$ cat src/rtl/core/chds_pkg.sv
// Shared types, constants and helpers for the column heat diffusion step unit.
package chds_pkg;

    localparam int TEMP_W         = 32;
    localparam int FLUX_W         = 32;
    localparam int LEVEL_W        = 6;
    localparam int LVL_CFG_W      = 7;
    localparam int RATIO_W        = 16;
    localparam int GAIN_W         = 32;
    localparam int CFG_IDX_W      = 2;
    localparam int CFG_DATA_W     = 32;
    localparam int MAX_LEVELS_DEF = 64;

    // Stream payload widths (tdata rounded up to whole bytes).
    localparam int IN_DATA_W  = 96;
    localparam int OUT_DATA_W = 72;
    localparam int OUT_USER_W = 1;

    // Arithmetic widths: operand magnitude, signed operand, product accumulator,
    // shifted result and the widened signed sum ahead of saturation.
    localparam int OPND_W = 36;
    localparam int MAG_W  = 35;
    localparam int HALF_W = 16;
    localparam int PROD_W = MAG_W + HALF_W;
    localparam int ACC_W  = 68;
    localparam int RES_W  = ACC_W - 16;
    localparam int SUM_W  = RES_W + 2;

    localparam logic [ACC_W-1:0] ROUND_Q16 = ACC_W'(32'h0000_8000);
    localparam logic [ACC_W-1:0] ROUND_Q24 = ACC_W'(32'h0080_0000);

    // Configuration register indexes.
    localparam logic [CFG_IDX_W-1:0] REG_LEVELS     = 2'd0;
    localparam logic [CFG_IDX_W-1:0] REG_RATIO      = 2'd1;
    localparam logic [CFG_IDX_W-1:0] REG_GHOST_GAIN = 2'd2;
    localparam logic [CFG_IDX_W-1:0] REG_FLUX_GAIN  = 2'd3;

    localparam logic [LVL_CFG_W-1:0] LEVELS_RST = 7'd2;

    // Which scaling the shared multiplier is working on.
    typedef enum logic [1:0] {
        OP_GHOST = 2'd0,
        OP_LAP   = 2'd1,
        OP_FLUX  = 2'd2
    } t_op;

    // Which result the output register takes.
    typedef enum logic [1:0] {
        EM_NONE = 2'd0,
        EM_NEW  = 2'd1,
        EM_TOP  = 2'd2,
        EM_ONE  = 2'd3
    } t_emit;

    typedef struct packed {
        logic  capture;
        logic  load;
        logic  mul_lo;
        logic  mul_hi;
        logic  fin;
        t_op   op;
        t_emit emit;
    } t_cmd;

    typedef struct packed {
        logic k_zero;
        logic is_top;
        logic out_free;
    } t_stat;

    // Clamp a widened signed value to the signed 32-bit range.
    function automatic logic signed [TEMP_W-1:0] sat32(input logic signed [SUM_W-1:0] v);
        logic signed [TEMP_W-1:0] r;
        if ((&v[SUM_W-1:TEMP_W-1]) || !(|v[SUM_W-1:TEMP_W-1])) begin
            r = v[TEMP_W-1:0];
        end else if (v[SUM_W-1]) begin
            r = {1'b1, {(TEMP_W-1){1'b0}}};
        end else begin
            r = {1'b0, {(TEMP_W-1){1'b1}}};
        end
        return r;
    endfunction

endpackage

$ cat src/rtl/core/chds_ctrl.sv
// Sequencer that steps each accepted level through the shared multiplier and the output register.
module chds_ctrl (
    input  logic                 i_clk,
    input  logic                 i_rst_n,
    input  logic                 i_in_valid,
    output logic                 o_in_ready,
    input  chds_pkg::t_stat      i_stat,
    output chds_pkg::t_cmd       o_cmd
);

    typedef enum logic [15:0] {
        S_IDLE     = 16'h0001,
        S_GH_LOAD  = 16'h0002,
        S_GH_LO    = 16'h0004,
        S_GH_HI    = 16'h0008,
        S_GH_FIN   = 16'h0010,
        S_LAP_LOAD = 16'h0020,
        S_LAP_LO   = 16'h0040,
        S_LAP_HI   = 16'h0080,
        S_LAP_FIN  = 16'h0100,
        S_EMIT_NEW = 16'h0200,
        S_FX_LOAD  = 16'h0400,
        S_FX_LO    = 16'h0800,
        S_FX_HI    = 16'h1000,
        S_FX_FIN   = 16'h2000,
        S_EMIT_TOP = 16'h4000,
        S_EMIT_ONE = 16'h8000
    } t_state;

    t_state r_state;
    t_state n_state;

    always_ff @(posedge i_clk) begin
        if (!i_rst_n) begin
            r_state <= S_IDLE;
        end else begin
            r_state <= n_state;
        end
    end

    assign o_in_ready = (r_state == S_IDLE);

    always_comb begin
        n_state    = r_state;
        o_cmd      = '0;
        o_cmd.op   = chds_pkg::OP_GHOST;
        o_cmd.emit = chds_pkg::EM_NONE;
        unique case (r_state)
            S_IDLE: begin
                if (i_in_valid) begin
                    o_cmd.capture = 1'b1;
                    if (i_stat.k_zero && i_stat.is_top) begin
                        n_state = S_EMIT_ONE;
                    end else if (i_stat.k_zero) begin
                        n_state = S_GH_LOAD;
                    end else begin
                        n_state = S_LAP_LOAD;
                    end
                end
            end
            S_GH_LOAD: begin
                o_cmd.load = 1'b1;
                n_state    = S_GH_LO;
            end
            S_GH_LO: begin
                o_cmd.mul_lo = 1'b1;
                n_state      = S_GH_HI;
            end
            S_GH_HI: begin
                o_cmd.mul_hi = 1'b1;
                n_state      = S_GH_FIN;
            end
            S_GH_FIN: begin
                o_cmd.fin = 1'b1;
                n_state   = S_IDLE;
            end
            S_LAP_LOAD: begin
                o_cmd.op   = chds_pkg::OP_LAP;
                o_cmd.load = 1'b1;
                n_state    = S_LAP_LO;
            end
            S_LAP_LO: begin
                o_cmd.op     = chds_pkg::OP_LAP;
                o_cmd.mul_lo = 1'b1;
                n_state      = S_LAP_HI;
            end
            S_LAP_HI: begin
                o_cmd.op     = chds_pkg::OP_LAP;
                o_cmd.mul_hi = 1'b1;
                n_state      = S_LAP_FIN;
            end
            S_LAP_FIN: begin
                o_cmd.op  = chds_pkg::OP_LAP;
                o_cmd.fin = 1'b1;
                n_state   = S_EMIT_NEW;
            end
            S_EMIT_NEW: begin
                if (i_stat.out_free) begin
                    o_cmd.emit = chds_pkg::EM_NEW;
                    n_state    = i_stat.is_top ? S_FX_LOAD : S_IDLE;
                end
            end
            S_FX_LOAD: begin
                o_cmd.op   = chds_pkg::OP_FLUX;
                o_cmd.load = 1'b1;
                n_state    = S_FX_LO;
            end
            S_FX_LO: begin
                o_cmd.op     = chds_pkg::OP_FLUX;
                o_cmd.mul_lo = 1'b1;
                n_state      = S_FX_HI;
            end
            S_FX_HI: begin
                o_cmd.op     = chds_pkg::OP_FLUX;
                o_cmd.mul_hi = 1'b1;
                n_state      = S_FX_FIN;
            end
            S_FX_FIN: begin
                o_cmd.op  = chds_pkg::OP_FLUX;
                o_cmd.fin = 1'b1;
                n_state   = S_EMIT_TOP;
            end
            S_EMIT_TOP: begin
                if (i_stat.out_free) begin
                    o_cmd.emit = chds_pkg::EM_TOP;
                    n_state    = S_IDLE;
                end
            end
            S_EMIT_ONE: begin
                if (i_stat.out_free) begin
                    o_cmd.emit = chds_pkg::EM_ONE;
                    n_state    = S_IDLE;
                end
            end
            default: begin
                n_state = S_IDLE;
            end
        endcase
    end

endmodule

$ cat src/rtl/core/chds_dpath.sv
// Datapath: configuration, column window state, shared multiplier and output register.
module chds_dpath #(
    parameter int MAX_LEVELS = chds_pkg::MAX_LEVELS_DEF
) (
    input  logic                                  i_clk,
    input  logic                                  i_rst_n,
    input  chds_pkg::t_cmd                        i_cmd,
    output chds_pkg::t_stat                       o_stat,
    input  logic [chds_pkg::IN_DATA_W-1:0]        i_in_data,
    input  logic                                  i_cfg_wr_en,
    input  logic [chds_pkg::CFG_IDX_W-1:0]        i_cfg_idx,
    input  logic [chds_pkg::CFG_DATA_W-1:0]       i_cfg_wdata,
    input  logic                                  i_out_ready,
    output logic                                  o_out_valid,
    output logic signed [chds_pkg::TEMP_W-1:0]    o_new_temp,
    output logic [chds_pkg::LEVEL_W-1:0]          o_level,
    output logic signed [chds_pkg::FLUX_W-1:0]    o_upward_flux,
    output logic                                  o_flux_valid,
    output logic                                  o_last
);

    localparam int KW = (MAX_LEVELS > 1) ? $clog2(MAX_LEVELS) : 1;
    localparam int NW = ($clog2(MAX_LEVELS + 1) > chds_pkg::LVL_CFG_W) ?
                        $clog2(MAX_LEVELS + 1) : chds_pkg::LVL_CFG_W;

    localparam int TW = chds_pkg::TEMP_W;
    localparam int OW = chds_pkg::OPND_W;

    // Configuration registers.
    logic [chds_pkg::LVL_CFG_W-1:0] r_levels;
    logic [chds_pkg::RATIO_W-1:0]   r_ratio;
    logic [chds_pkg::GAIN_W-1:0]    r_ghost_gain;
    logic [chds_pkg::GAIN_W-1:0]    r_flux_gain;

    // Column state.
    logic [KW-1:0]          r_k;
    logic [KW-1:0]          n_k;
    logic signed [TW-1:0]   r_cur, r_top, r_bflux;
    logic signed [TW-1:0]   r_wo, r_wn, r_ghost, r_prior, r_nv, r_flux;

    // Multiplier state.
    logic [chds_pkg::MAG_W-1:0] r_mag;
    logic                       r_neg;
    logic [chds_pkg::ACC_W-1:0] r_acc;

    // Output register.
    logic                   r_ov;
    logic signed [TW-1:0]   r_o_temp;
    logic [chds_pkg::LEVEL_W-1:0] r_o_level;
    logic signed [chds_pkg::FLUX_W-1:0] r_o_flux;
    logic                   r_o_fv;
    logic                   r_o_last;

    logic [NW-1:0] w_n_lv, w_n_cnt;
    logic          w_is_top, w_k_zero, w_k_one;

    always_comb begin
        w_n_lv = NW'(r_levels);
        if (w_n_lv == '0) begin
            w_n_cnt = NW'(1);
        end else if (w_n_lv > NW'(MAX_LEVELS)) begin
            w_n_cnt = NW'(MAX_LEVELS);
        end else begin
            w_n_cnt = w_n_lv;
        end
    end

    assign w_is_top = ((NW'(r_k) + NW'(1)) >= w_n_cnt);
    assign w_k_zero = (r_k == '0);
    assign w_k_one  = (r_k == KW'(1));

    assign o_stat.k_zero   = w_k_zero;
    assign o_stat.is_top   = w_is_top;
    assign o_stat.out_free = !r_ov || i_out_ready;

    // Operand selection for the three scalings.
    logic signed [OW-1:0] x_cur, x_top, x_bflux, x_wo, x_wn, x_ghost, x_prior, x_nv, x_c;
    logic signed [OW-1:0] w_opnd, w_neg_opnd;

    assign x_cur   = OW'(r_cur);
    assign x_top   = OW'(r_top);
    assign x_bflux = OW'(r_bflux);
    assign x_wo    = OW'(r_wo);
    assign x_wn    = OW'(r_wn);
    assign x_ghost = OW'(r_ghost);
    assign x_prior = OW'(r_prior);
    assign x_nv    = OW'(r_nv);
    assign x_c     = w_is_top ? x_top : x_cur;

    always_comb begin
        case (i_cmd.op)
            chds_pkg::OP_GHOST: w_opnd = x_bflux;
            chds_pkg::OP_LAP: begin
                // The bottom level sees the ghost point below it.
                if (w_k_one) begin
                    w_opnd = (x_c <<< 1) + x_ghost - (x_wn <<< 1);
                end else begin
                    w_opnd = x_wo - (x_wn <<< 1) + x_c;
                end
            end
            chds_pkg::OP_FLUX: begin
                // Second-order one-sided difference, first order for two levels.
                if (w_k_one) begin
                    w_opnd = (x_top - x_nv) <<< 1;
                end else begin
                    w_opnd = (x_top <<< 1) + x_top - (x_nv <<< 2) + x_prior;
                end
            end
            default: w_opnd = '0;
        endcase
    end

    assign w_neg_opnd = -w_opnd;

    // Gain and shared 35x16 multiplier; one half of the gain per pass.
    logic [chds_pkg::GAIN_W-1:0] w_gain;
    logic [chds_pkg::HALF_W-1:0] w_gain_half;
    logic [chds_pkg::PROD_W-1:0] w_prod;
    logic [chds_pkg::ACC_W-1:0]  w_round;

    always_comb begin
        case (i_cmd.op)
            chds_pkg::OP_GHOST: w_gain = r_ghost_gain;
            chds_pkg::OP_LAP:   w_gain = chds_pkg::GAIN_W'(r_ratio);
            chds_pkg::OP_FLUX:  w_gain = r_flux_gain;
            default:            w_gain = '0;
        endcase
    end

    assign w_gain_half = i_cmd.mul_hi ? w_gain[chds_pkg::GAIN_W-1:chds_pkg::HALF_W]
                                      : w_gain[chds_pkg::HALF_W-1:0];
    assign w_prod      = r_mag * w_gain_half;
    assign w_round     = (i_cmd.op == chds_pkg::OP_GHOST) ? chds_pkg::ROUND_Q24
                                                          : chds_pkg::ROUND_Q16;

    // Shift back, restore the sign and saturate.
    logic [chds_pkg::RES_W-1:0]         w_res;
    logic [chds_pkg::SUM_W-1:0]         w_ext;
    logic signed [chds_pkg::SUM_W-1:0]  w_sres, w_nsum, w_nflux;

    assign w_res   = (i_cmd.op == chds_pkg::OP_GHOST) ?
                     chds_pkg::RES_W'(r_acc[chds_pkg::ACC_W-1:24]) :
                     r_acc[chds_pkg::ACC_W-1:16];
    assign w_ext   = chds_pkg::SUM_W'(w_res);
    assign w_sres  = r_neg ? $signed(-w_ext) : $signed(w_ext);
    assign w_nsum  = chds_pkg::SUM_W'(r_wn) + w_sres;
    assign w_nflux = -w_sres;

    always_comb begin
        n_k = r_k;
        if (i_cmd.fin && (i_cmd.op == chds_pkg::OP_GHOST)) begin
            n_k = KW'(1);
        end else if (i_cmd.emit == chds_pkg::EM_NEW) begin
            if (!w_is_top) begin
                n_k = r_k + KW'(1);
            end
        end else if ((i_cmd.emit == chds_pkg::EM_TOP) || (i_cmd.emit == chds_pkg::EM_ONE)) begin
            n_k = '0;
        end
    end

    always_ff @(posedge i_clk) begin
        if (!i_rst_n) begin
            r_levels     <= chds_pkg::LEVELS_RST;
            r_ratio      <= '0;
            r_ghost_gain <= '0;
            r_flux_gain  <= '0;
            r_k          <= '0;
            r_ov         <= 1'b0;
        end else begin
            if (i_cfg_wr_en) begin
                unique case (i_cfg_idx)
                    chds_pkg::REG_LEVELS:
                        r_levels <= i_cfg_wdata[chds_pkg::LVL_CFG_W-1:0];
                    chds_pkg::REG_RATIO:
                        r_ratio <= i_cfg_wdata[chds_pkg::RATIO_W-1:0];
                    chds_pkg::REG_GHOST_GAIN:
                        r_ghost_gain <= i_cfg_wdata;
                    chds_pkg::REG_FLUX_GAIN:
                        r_flux_gain <= i_cfg_wdata;
                    default: ;
                endcase
            end
            r_k <= n_k;
            if (i_cmd.emit != chds_pkg::EM_NONE) begin
                r_ov <= 1'b1;
            end else if (i_out_ready) begin
                r_ov <= 1'b0;
            end
        end
    end

    always_ff @(posedge i_clk) begin
        if (i_cmd.capture) begin
            r_cur   <= i_in_data[TW-1:0];
            r_top   <= i_in_data[2*TW-1:TW];
            r_bflux <= i_in_data[3*TW-1:2*TW];
        end
        if (i_cmd.load) begin
            r_neg <= w_opnd[OW-1];
            r_mag <= chds_pkg::MAG_W'(w_opnd[OW-1] ? w_neg_opnd : w_opnd);
        end
        if (i_cmd.mul_lo) begin
            r_acc <= chds_pkg::ACC_W'(w_prod);
        end else if (i_cmd.mul_hi) begin
            r_acc <= r_acc + {1'b0, w_prod, {chds_pkg::HALF_W{1'b0}}} + w_round;
        end
        if (i_cmd.fin) begin
            case (i_cmd.op)
                chds_pkg::OP_GHOST: begin
                    r_ghost <= chds_pkg::sat32(w_sres);
                    r_wn    <= r_cur;
                end
                chds_pkg::OP_LAP:  r_nv   <= chds_pkg::sat32(w_nsum);
                chds_pkg::OP_FLUX: r_flux <= chds_pkg::sat32(w_nflux);
                default: ;
            endcase
        end
        case (i_cmd.emit)
            chds_pkg::EM_NEW: begin
                r_o_temp  <= r_nv;
                r_o_level <= chds_pkg::LEVEL_W'(r_k - KW'(1));
                r_o_flux  <= '0;
                r_o_fv    <= 1'b0;
                r_o_last  <= 1'b0;
                if (!w_is_top) begin
                    r_prior <= r_nv;
                    r_wo    <= r_wn;
                    r_wn    <= r_cur;
                end
            end
            chds_pkg::EM_TOP: begin
                r_o_temp  <= r_top;
                r_o_level <= chds_pkg::LEVEL_W'(r_k);
                r_o_flux  <= r_flux;
                r_o_fv    <= 1'b1;
                r_o_last  <= 1'b1;
                r_prior   <= r_nv;
                r_wo      <= r_wn;
                r_wn      <= r_cur;
            end
            chds_pkg::EM_ONE: begin
                r_o_temp  <= r_top;
                r_o_level <= '0;
                r_o_flux  <= r_bflux;
                r_o_fv    <= 1'b1;
                r_o_last  <= 1'b1;
            end
            default: ;
        endcase
    end

    assign o_out_valid   = r_ov;
    assign o_new_temp    = r_o_temp;
    assign o_level       = r_o_level;
    assign o_upward_flux = r_o_flux;
    assign o_flux_valid  = r_o_fv;
    assign o_last        = r_o_last;

endmodule

$ cat src/rtl/core/column_heat_diffusion_step_unit.sv
// Top level of the column heat diffusion step unit: one explicit diffusion step per bedrock column.
//
// Channel   Direction  Transfer condition            Payload
// s_axis    in         s_axis_tvalid & s_axis_tready old level temperature, top temp, basal flux
// m_axis    out        m_axis_tvalid & m_axis_tready new temperature, level, upward flux
// cfg       in         i_cfg_wr_en                   register index and write data
//
// Levels arrive bottom first. Level 0 runs the ghost-point scaling and produces no result;
// every middle level runs the Laplacian scaling and an emit step, and the top level also works
// out the upward flux before its final emit; a single-level column goes straight to its emit.
// Each scaling uses the one shared 35x16 multiplier in two passes plus load and finish steps.
// Reset is synchronous and active low; it clears the sequencer, the level counter, the
// output valid flag and the configuration registers (levels_in_use returns to two).
// A stalled output only holds the sequencer in its emit state; the output register keeps
// its result while the next input transfer is already accepted.
module column_heat_diffusion_step_unit #(
    parameter int MAX_LEVELS = chds_pkg::MAX_LEVELS_DEF
) (
    input  logic                                i_clk,
    input  logic                                i_rst_n,
    // Input items.
    input  logic                                s_axis_tvalid,
    output logic                                s_axis_tready,
    // Fields from bit 0 up: old_temp[31:0], top_temp[63:32], basal_flux[95:64].
    input  logic [chds_pkg::IN_DATA_W-1:0]      s_axis_tdata,
    // Result items.
    output logic                                m_axis_tvalid,
    input  logic                                m_axis_tready,
    // Fields from bit 0 up: new_temp[31:0], level[37:32], upward_flux[69:38], zero fill.
    output logic [chds_pkg::OUT_DATA_W-1:0]     m_axis_tdata,
    // Fields from bit 0 up: flux_valid[0].
    output logic [chds_pkg::OUT_USER_W-1:0]     m_axis_tuser,
    output logic                                m_axis_tlast,
    // Configuration writes.
    input  logic                                i_cfg_wr_en,
    input  logic [chds_pkg::CFG_IDX_W-1:0]      i_cfg_idx,
    input  logic [chds_pkg::CFG_DATA_W-1:0]     i_cfg_wdata
);

    localparam int PAD_W = chds_pkg::OUT_DATA_W - chds_pkg::TEMP_W - chds_pkg::LEVEL_W
                           - chds_pkg::FLUX_W;

    chds_pkg::t_cmd  w_cmd;
    chds_pkg::t_stat w_stat;

    logic signed [chds_pkg::TEMP_W-1:0] w_new_temp;
    logic [chds_pkg::LEVEL_W-1:0]       w_level;
    logic signed [chds_pkg::FLUX_W-1:0] w_upward_flux;
    logic                               w_flux_valid;

    // The sequencer decides which step runs each cycle.
    chds_ctrl u_ctrl (
        .i_clk      (i_clk),
        .i_rst_n    (i_rst_n),
        .i_in_valid (s_axis_tvalid),
        .o_in_ready (s_axis_tready),
        .i_stat     (w_stat),
        .o_cmd      (w_cmd)
    );

    // The datapath holds the column window, the multiplier and the output register.
    chds_dpath #(
        .MAX_LEVELS (MAX_LEVELS)
    ) u_dpath (
        .i_clk         (i_clk),
        .i_rst_n       (i_rst_n),
        .i_cmd         (w_cmd),
        .o_stat        (w_stat),
        .i_in_data     (s_axis_tdata),
        .i_cfg_wr_en   (i_cfg_wr_en),
        .i_cfg_idx     (i_cfg_idx),
        .i_cfg_wdata   (i_cfg_wdata),
        .i_out_ready   (m_axis_tready),
        .o_out_valid   (m_axis_tvalid),
        .o_new_temp    (w_new_temp),
        .o_level       (w_level),
        .o_upward_flux (w_upward_flux),
        .o_flux_valid  (w_flux_valid),
        .o_last        (m_axis_tlast)
    );

    // Pack the result fields with the first field in the lowest bits.
    assign m_axis_tdata = {{PAD_W{1'b0}}, w_upward_flux, w_level, w_new_temp};
    assign m_axis_tuser = w_flux_valid;

`ifndef SYNTHESIS
    // A result is only written into the output register when the slot is free.
    a_emit_slot_free: assert property (@(posedge i_clk) disable iff (!i_rst_n)
        (w_cmd.emit != chds_pkg::EM_NONE) |-> (!m_axis_tvalid || m_axis_tready))
        else $error("result written over a pending output transfer");

    // After an input transfer the unit is busy with that level.
    a_busy_after_accept: assert property (@(posedge i_clk) disable iff (!i_rst_n)
        (s_axis_tvalid && s_axis_tready) |=> !s_axis_tready)
        else $error("input accepted while a level is still in work");

    // The flux is marked valid on exactly the column's final result.
    a_flux_on_last: assert property (@(posedge i_clk) disable iff (!i_rst_n)
        m_axis_tvalid |-> (m_axis_tuser[0] == m_axis_tlast))
        else $error("flux_valid and tlast disagree");
`endif

endmodule
$ cat config.mk
export PLATFORM = sky130hd
export DESIGN_NAME = column_heat_diffusion_step_unit
export DESIGN_NICKNAME = d
export VERILOG_FILES = /design/src/rtl/core/chds_pkg.sv /design/src/rtl/core/chds_ctrl.sv /design/src/rtl/core/chds_dpath.sv /design/src/rtl/core/column_heat_diffusion_step_unit.sv
export SDC_FILE = /design/constraint.sdc
export NUM_CORES = 2
export LEC_CHECK = 0
export BUFFER_PORTS_ARGS = -buffer_cell sky130_fd_sc_hd__buf_2
export CAP_MARGIN = 20
export CORE_MARGIN = 1.5
export CORE_UTILIZATION = 55
export CTS_CLUSTER_SIZE = 12
export DETAILED_ROUTE_END_ITERATION = 10
export PLACE_DENSITY = 0.72
export REMOVE_ABC_BUFFERS = 1
export SLEW_MARGIN = 40
export SYNTH_ARGS = -nofsm -noshare
export SYNTH_HDL_FRONTEND = slang
export SYNTH_SLANG_ARGS = --single-unit
$ cat constraint.sdc
create_clock -name i_clk -period 18.32 [get_ports i_clk]
set_input_delay 3.664 -clock i_clk [delete_from_list [all_inputs] [get_ports i_clk]]
set_output_delay 3.664 -clock i_clk [all_outputs]
set_load 0.05 [all_outputs]
; ---- Word level (Yosys, flattened, before mapping)
; Index checks and enable logic that the tools add are counted.
[word_totals]
memories = 0
out_inout_bits = 76
rom_bits = 0
regBits = 573
latch_bits = 0
ram_bits = 0
inputBits = 135
[op_classes]
shifts = 0
reduce_logical = 49
n_eq_ne = 30
magnitude_cmp = 2
multipliers = 1
addsub = 17
n_bitwise = 1
div_mod_pow = 0
n_mux = 56
[ops]
columns = operator, n
row1 = $mux W32, 11
row2 = $pmux W32 S2, 4
row3 = $pmux W16 S14, 1
row4 = $pmux W32 S3, 2
row5 = $mux W36, 3
row6 = $pmux W36 S3, 1
row7 = $mux W51, 2
row8 = $mux W16, 5
row9 = $add A36 B32 Y36, 2
row10 = $reduce_and A23 Y1, 3
row11 = $reduce_or A23 Y1, 3
row12 = $add A68 B24 Y68, 1
row13 = $add A68 B67 Y68, 1
row14 = $add A32 B54 Y54, 1
row15 = $mux W54, 1
row16 = $neg A52 Y54, 1
row17 = $neg A54 Y54, 1
row18 = $mux W52, 1
row19 = $mul A35 B16 Y51, 1
row20 = $add A36 B36 Y36, 1
row21 = $sub A36 B33 Y36, 1
row22 = $mux W35, 1
row23 = $neg A35 Y35, 1
row24 = $sub A34 B34 Y35, 1
row25 = 54 further kinds, 106

; ---- Longest topological paths before layout
[logic_depth]
depth_word = 12
depth_mapped = 57
depth_no_buf = 49

; ---- Hierarchy
; Synthesis repeated with hierarchy kept, for this count alone.
[hier_totals]
cells_unflattened = 7146
area_unflattened_um2 = 63251.9
[by_module_without_submodules]
columns = mod, cells_per_inst, instances, area_each_um2
row1 = chds_dpath, 7019, 1, 62157.1
row2 = chds_ctrl, 124, 1, 1076.0
row3 = column_heat_diffusion_step_unit, 3, 1, 18.8

; ---- Worst setup path after synthesis
; OpenSTA, ideal clock, no wires.
[synth_path]
kind = register to register
start = register u_ctrl.r_state[12]
end = register u_dpath.r_acc[67] in the netlist's numbering
required_time_ns = 18.249
slack_ns = 5.156
setup_time_ns = 0.071
arrival_ns = 13.094
stages_incl_launch_ff = 57
cell_sequence = dfxtp_1 > xor2_1 > o211ai_1 > a2111oi_4 > nor2_2 > buf_2 > buf_2 > buf_2 > clkbuf_1 > buf_2 > buf_1 > clkbuf_1 > buf_1 > clkbuf_1 > nand2_1 > a31oi_1 > clkbuf_1 > nand2_1 > (+21 left out) > a21oi_1 > xnor2_1 > ha_1 > ha_1 > a21o_1 > a21oi_1 > o21bai_1 > a21oi_1 > nand3b_1 > o311ai_0 > a21oi_1 > a211o_1 > nand4_1 > a21boi_0 > o22ai_1 > xor2_1 > or3_1 > a21oi_1
[synth_between]
elab_chain_cells = 9
[synth_lines]
columns = element, line
row1 = from (decl), chds_ctrl.sv:30  ; t_state r_state;
row2 = from (signal assigned), chds_ctrl.sv:37  ; r_state <= n_state;
row3 = $eq A16 B11 Y1 (tied with other cells), chds_ctrl.sv:48  ; unique case (r_state)
row4 = $reduce_or A4 Y1 (no source line), --
row5 = $pmux W2 S2, chds_ctrl.sv:48
row6 = $eq A2 B2 Y1 (tied with other cells), chds_dpath.sv:122  ; case (i_cmd.op)
row7 = $pmux W32 S3, chds_dpath.sv:122
row8 = $mux W16, chds_dpath.sv:130  ; assign w_gain_half = i_cmd.mul_hi ? w_gain[chds_pkg::GAIN_W-1:chds_pkg::HALF_W]
row9 = $mul A35 B16 Y51, chds_dpath.sv:132  ; assign w_prod = r_mag * w_gain_half;
row10 = $add A68 B67 Y68, chds_dpath.sv:206  ; r_acc <= r_acc + {1'b0, w_prod, {chds_pkg::HALF_W{1'b0}}} + w_round;
row11 = $add A68 B24 Y68, chds_dpath.sv:206
row12 = to (signal assigned), chds_dpath.sv:204  ; r_acc <= chds_pkg::ACC_W'(w_prod);
row13 = to (signal assigned), chds_dpath.sv:206
row14 = to (decl), chds_dpath.sv:44  ; logic [chds_pkg::ACC_W-1:0] r_acc;
; Parallel ways exist; a longest one is shown, timed or not.
; A chain may end at the register's enable or synchronous reset.

; ---- Worst setup path in the final report
[layout_path]
start = register u_ctrl.r_state[8]
end = register u_dpath.r_acc[67] in the netlist's numbering
; Same word-level chain as after synthesis.

==> parameters.txt <==
Parameter                              Value

Setup path
  RR Endpoint ... u_dpath.r_acc[67]
  Crit path launch ... u_ctrl.r_state[8]
  Maximum cell stage delay along the critical path ... 0.68 ns
  R2R setup slack ... 5.21 ns
  Source of the worst register-to-register timing path ... u_ctrl.r_state[8]
  Data required time at the worst endpoint ... 18.89 ns
  Type of destination of the critical path ... flip-flop
  Startpoint type of the worst setup path ... flip-flop
  CP Class ... reg -> reg
  Slowest cell on the critical path ... a31oi_2
  Worst EP arrival ... 13.68 ns
  Peak fanout along the critical path ... 51
  Depth of the worst register-to-register path ... 47

Placement
  Final weighted congestion of routability-driven global placement ... 0.977
  Detailed placer's ending HPWL ... 146,000 microns
  # port buffers ... 208

Floorplan
  Height of the die ... 339 microns
  Die boundary width ... 339 microns
  Area of the core ... 112,000 sq um
  Initial Util ... 55.3%
  Total Die Area ... 115,000 sq um
  Number of I/O pins ... 211
  Number of placement rows ... 123

Routing
  Average wire per cell in the routed design ... 22.2 microns
  Number of DRC violations after detailed-routing iteration 0 ... 5,588
  Detail-routed via count per cell ... 6.19
  Pre-antenna DRT Iters ... 7
  Number of vias in the routed layout ... 53,606
  Total length of routed wires ... 192,000 microns
  Final ANT Viol Nets ... 0
  Drc violations ... 0

Cells and area
  Total inserted antenna cells ... 0
  Final net count ... 8,269
  Number of filler cells placed in the layout ... 9,859
  Post-synthesis to final-layout area growth ... 8.06%
  Fraction of layout cells with a size suffix above 1 ... 7.48%

Timing
  Final count of pins violating max slew ... 0
  Number of failing hold endpoints at the final stage ... 0
  RSZ-0062 raised after global routing ... no
  Rel. slew slack ... 37.6%
  Summed negative setup slack over all endpoints ... 0 ns
  Final period util ... 71.6%
  Highest Clock Rate ... 76.3 MHz
  Slew at the pin closest to its max-slew limit ... 0.930 ns
  Clock skew after layout ... 0.0382 ns
  Clock period minus final worst setup slack ... 13.11 ns
  Final Setup Violations ... 0

Clocking
  Hold-fix buffers at CTS ... 0
  TritonCTS clock tree ... done
  CTS root buffer ... clkbuf_16
  CTS sink count ... 558
  H-tree Lvls ... 3
  Clock transition time at the flip-flop clock pins of the worst setup and hold paths ... 0.06 ns
  Cts repair resizes ... 0
  Setup bufs post-CTS ... 0
  Clock buffer count from CTS ... 70
  Bufs on Longest Clock Path ... 3
  Clock latency of the later-clocked register in the worst-skew pair ... 0.65 ns

Global route
  First-pass GRT wire length ... 297,000 microns
  Initial antenna violation count ... 1
  Global-route congestion overflow total ... 0
  Via count of the first global-routing pass ... 52,063
  Maximum number of pins on one net before global-route repair ... 102
  GRT Total Usage ... 33.0%

Synth
  Leading register cell type out of synthesis ... edfxtp_1
  Sequential area share after synthesis ... 24.4%
  Number of enable-type register cells in the synthesized netlist ... 399
  Number of distinct library cells after synthesis ... 95
  Number of warnings printed during yosys synthesis ... 0
  Mean instance size in the synthesized netlist ... 8.82 sq um
  Simple-gate area share of the yosys netlist ... 17.4%
  Synthesized flop and latch total ... 558
  Number of standard cells after synthesis ... 7,043
  Proportion of synthesized flip-flops having asynchronous set or reset ... 0%
  Post-synth design cell area ... 62,100 sq um
  Library cell occupying the most area in the post-synthesis netlist ... edfxtp_1
  Multiplexer fraction of the synthesized cell area ... 1.57%
  Fraction of synthesized cell area taken by the top area cell type ... 19.3%
  Post-synthesis share of cell area spent on xor and xnor gates ... 5.61%
  Adder-cell share of the synthesized area ... 27.1%
  Ranking of synthesized cells by area ... edfxtp_1 19%, fa_1 17%, ha_1 10%, nand2_1 5.7%, dfxtp_1 5.1%
  Compound-gate portion of the synthesized area ... 17.1%
  Main combinational cell family by area after synthesis ... adder cells

Run
  Max_cap viols ... 0

Power and ir drop
  Leak ... 0.0292 uW
  Cell Pwr Density ... 67.4 nW/um^2
  Peak VDD IR ... 0.0644 mV
  Total power of the final layout ... 4530 uW

Hold path
  Count of cells along the worst hold path ... 2
  Path type of the worst min-delay path ... reg -> reg
  Hold path startpoint ... u_dpath.r_ghost_gain[11]
  Hold worst-path end ... u_dpath.r_ghost_gain[11]

Outcome
  Status ... finished clean
[critical path: cells and delay by family, from the launching register on]
| family | cells | cell delay, ns |
|---|---|---|
| AOI/OAI and AO/OA | 16 | 3.93 |
| adders and majority gates | 9 | 3.91 |
| and+or+nand+nor | 15 | 3.61 |
| xor gates and xnor gates | 2 | 0.28 |
| DFF | 1 | 0.34 |
| buffers and inverters | 5 | 0.89 |
[sequential cells by signal, indices dropped and copies added, names as in the netlist, 7 cells and up]
| register | flops |
|---|---|
| u_dpath.o_new_temp | 32 |
| u_dpath.r_wo | 32 |
| u_dpath.r_acc | 53 |
| u_dpath.r_mag | 35 |
| u_dpath.r_flux_gain | 32 |
| u_dpath.r_ratio | 16 |
| u_ctrl.r_state | 16 |
| u_dpath.r_wn | 32 |
| u_dpath.r_ghost | 32 |
| u_dpath.r_flux | 32 |
| u_dpath.r_top | 32 |
| u_dpath.r_ghost_gain | 32 |
| u_dpath.r_nv | 32 |
| u_dpath.r_cur | 32 |
| u_dpath.r_prior | 32 |
| u_dpath.o_upward_flux | 32 |
| u_dpath.r_bflux | 32 |
| u_dpath.r_levels | 7 |
[cell usage in the layout, fill, tap and decap left out, drive strengths merged, types with 127 or more instances in the layout]
cell    count
xnor2     205
nor2      349
o21ai     364
ha        495
edfxtp    399
and2      231
fa        531
dfxtp     159
a21o      127
xor2      193
buf       302
a21oi     355
nand3     131
nand2     943
nor3      129
inv       800
[where the power goes]
part           switching [uW]  internal, uW
clock network             583           832
registers                43.7          1410
logic                    1010           648
[area by class of cell]
| type | instances | area, sq um | share of cell area (%) |
|---|---|---|---|
| multi-input combinational | 5377 | 43000 | 64.1 |
| tap | 1500 | 1880 | 2.79 |
| sequential | 558 | 15200 | 22.6 |
| clock buffer | 92 | 1950 | 2.90 |
| inverter | 799 | 3000 | 4.47 |
| timing repair buffer | 302 | 1800 | 2.67 |
| clock inverter | 33 | 335 | 0.499 |
[kinds of logic (layout without fill, tap and decap cells)]
kind of cell / after synthesis / in the layout
xor gates and xnor gates: 398 / 398
other: 1 / 2
DFF: 558 / 558
AOI/OAI and AO/OA: 1595 / 1595
muxes: 95 / 95
and+or+nand+nor: 2261 / 2261
adders and majority gates: 1026 / 1026
buffers and inverters: 1109 / 1226
[worst max-delay path by stage]
stage	endpoint	slack (ns)	cells past startpoint
final	u_dpath.r_acc[67]	5.21	47
after detailed placement	u_dpath.r_acc[67]	5.28	47
after CTS	u_dpath.r_acc[67]	5.22	47
after global routing	u_dpath.r_acc[67]	4.49	47
after global placement	u_dpath.r_acc[67]	5.55	47
after floorplan	u_dpath.r_acc[67]	3.13	45
[per-layer routing]
layer | part of all wire (%) | global-route usage, % | vias to the layer above
met5 | 0.016 | 0 | -
met4 | 5.2 | 15.9 | 4
met3 | 9.1 | 5.58 | 481
met2 | 44 | 51.2 | 2543
met1 | 41 | 44.8 | 26064
li1 | - | - | 24514
[synthesized netlist by cell type (28+ instances only)]
library cell and number:
a211oi_1 45, a21boi_0 107, a21o_1 127, a21oi_1 355
a221o_1 37, a221oi_1 33, a22o_1 39, a22oi_1 30
a31oi_1 58, and2_1 231, and3_1 57, clkbuf_1 254
dfxtp_1 159, edfxtp_1 399, fa_1 531, ha_1 495
inv_1 797, mux2i_1 75, nand2_1 943, nand2b_1 73
nand3_1 131, nand4_1 58, nor2_1 346, nor2b_1 48
nor3_1 129, nor4_1 45, o211ai_1 53, o21a_1 77
o21ai_0 348, o21bai_1 28, or2_2 30, or3_1 64
xnor2_1 205, xor2_1 193
[metrics by stage]
step | instances | hold slack [ns] | instance area, sq um | util (%) | setup WS, ns
2_1_floorplan | 6734 | 0.443 | 60900 | - | 3.13
3_3_place_gp | 8533 | 0.454 | 64800 | 57.6 | 5.55
3_5_place_dp | 8534 | 0.459 | 64800 | 57.7 | 5.28
4_1_cts | 8659 | 0.468 | 67100 | 59.7 | 5.22
5_1_grt | 8661 | 0.480 | 67200 | 59.8 | 4.49
6_report | 8661 | 0.461 | 67200 | 59.8 | 5.21
No activity file was read; power rests on OpenSTA's default activity.
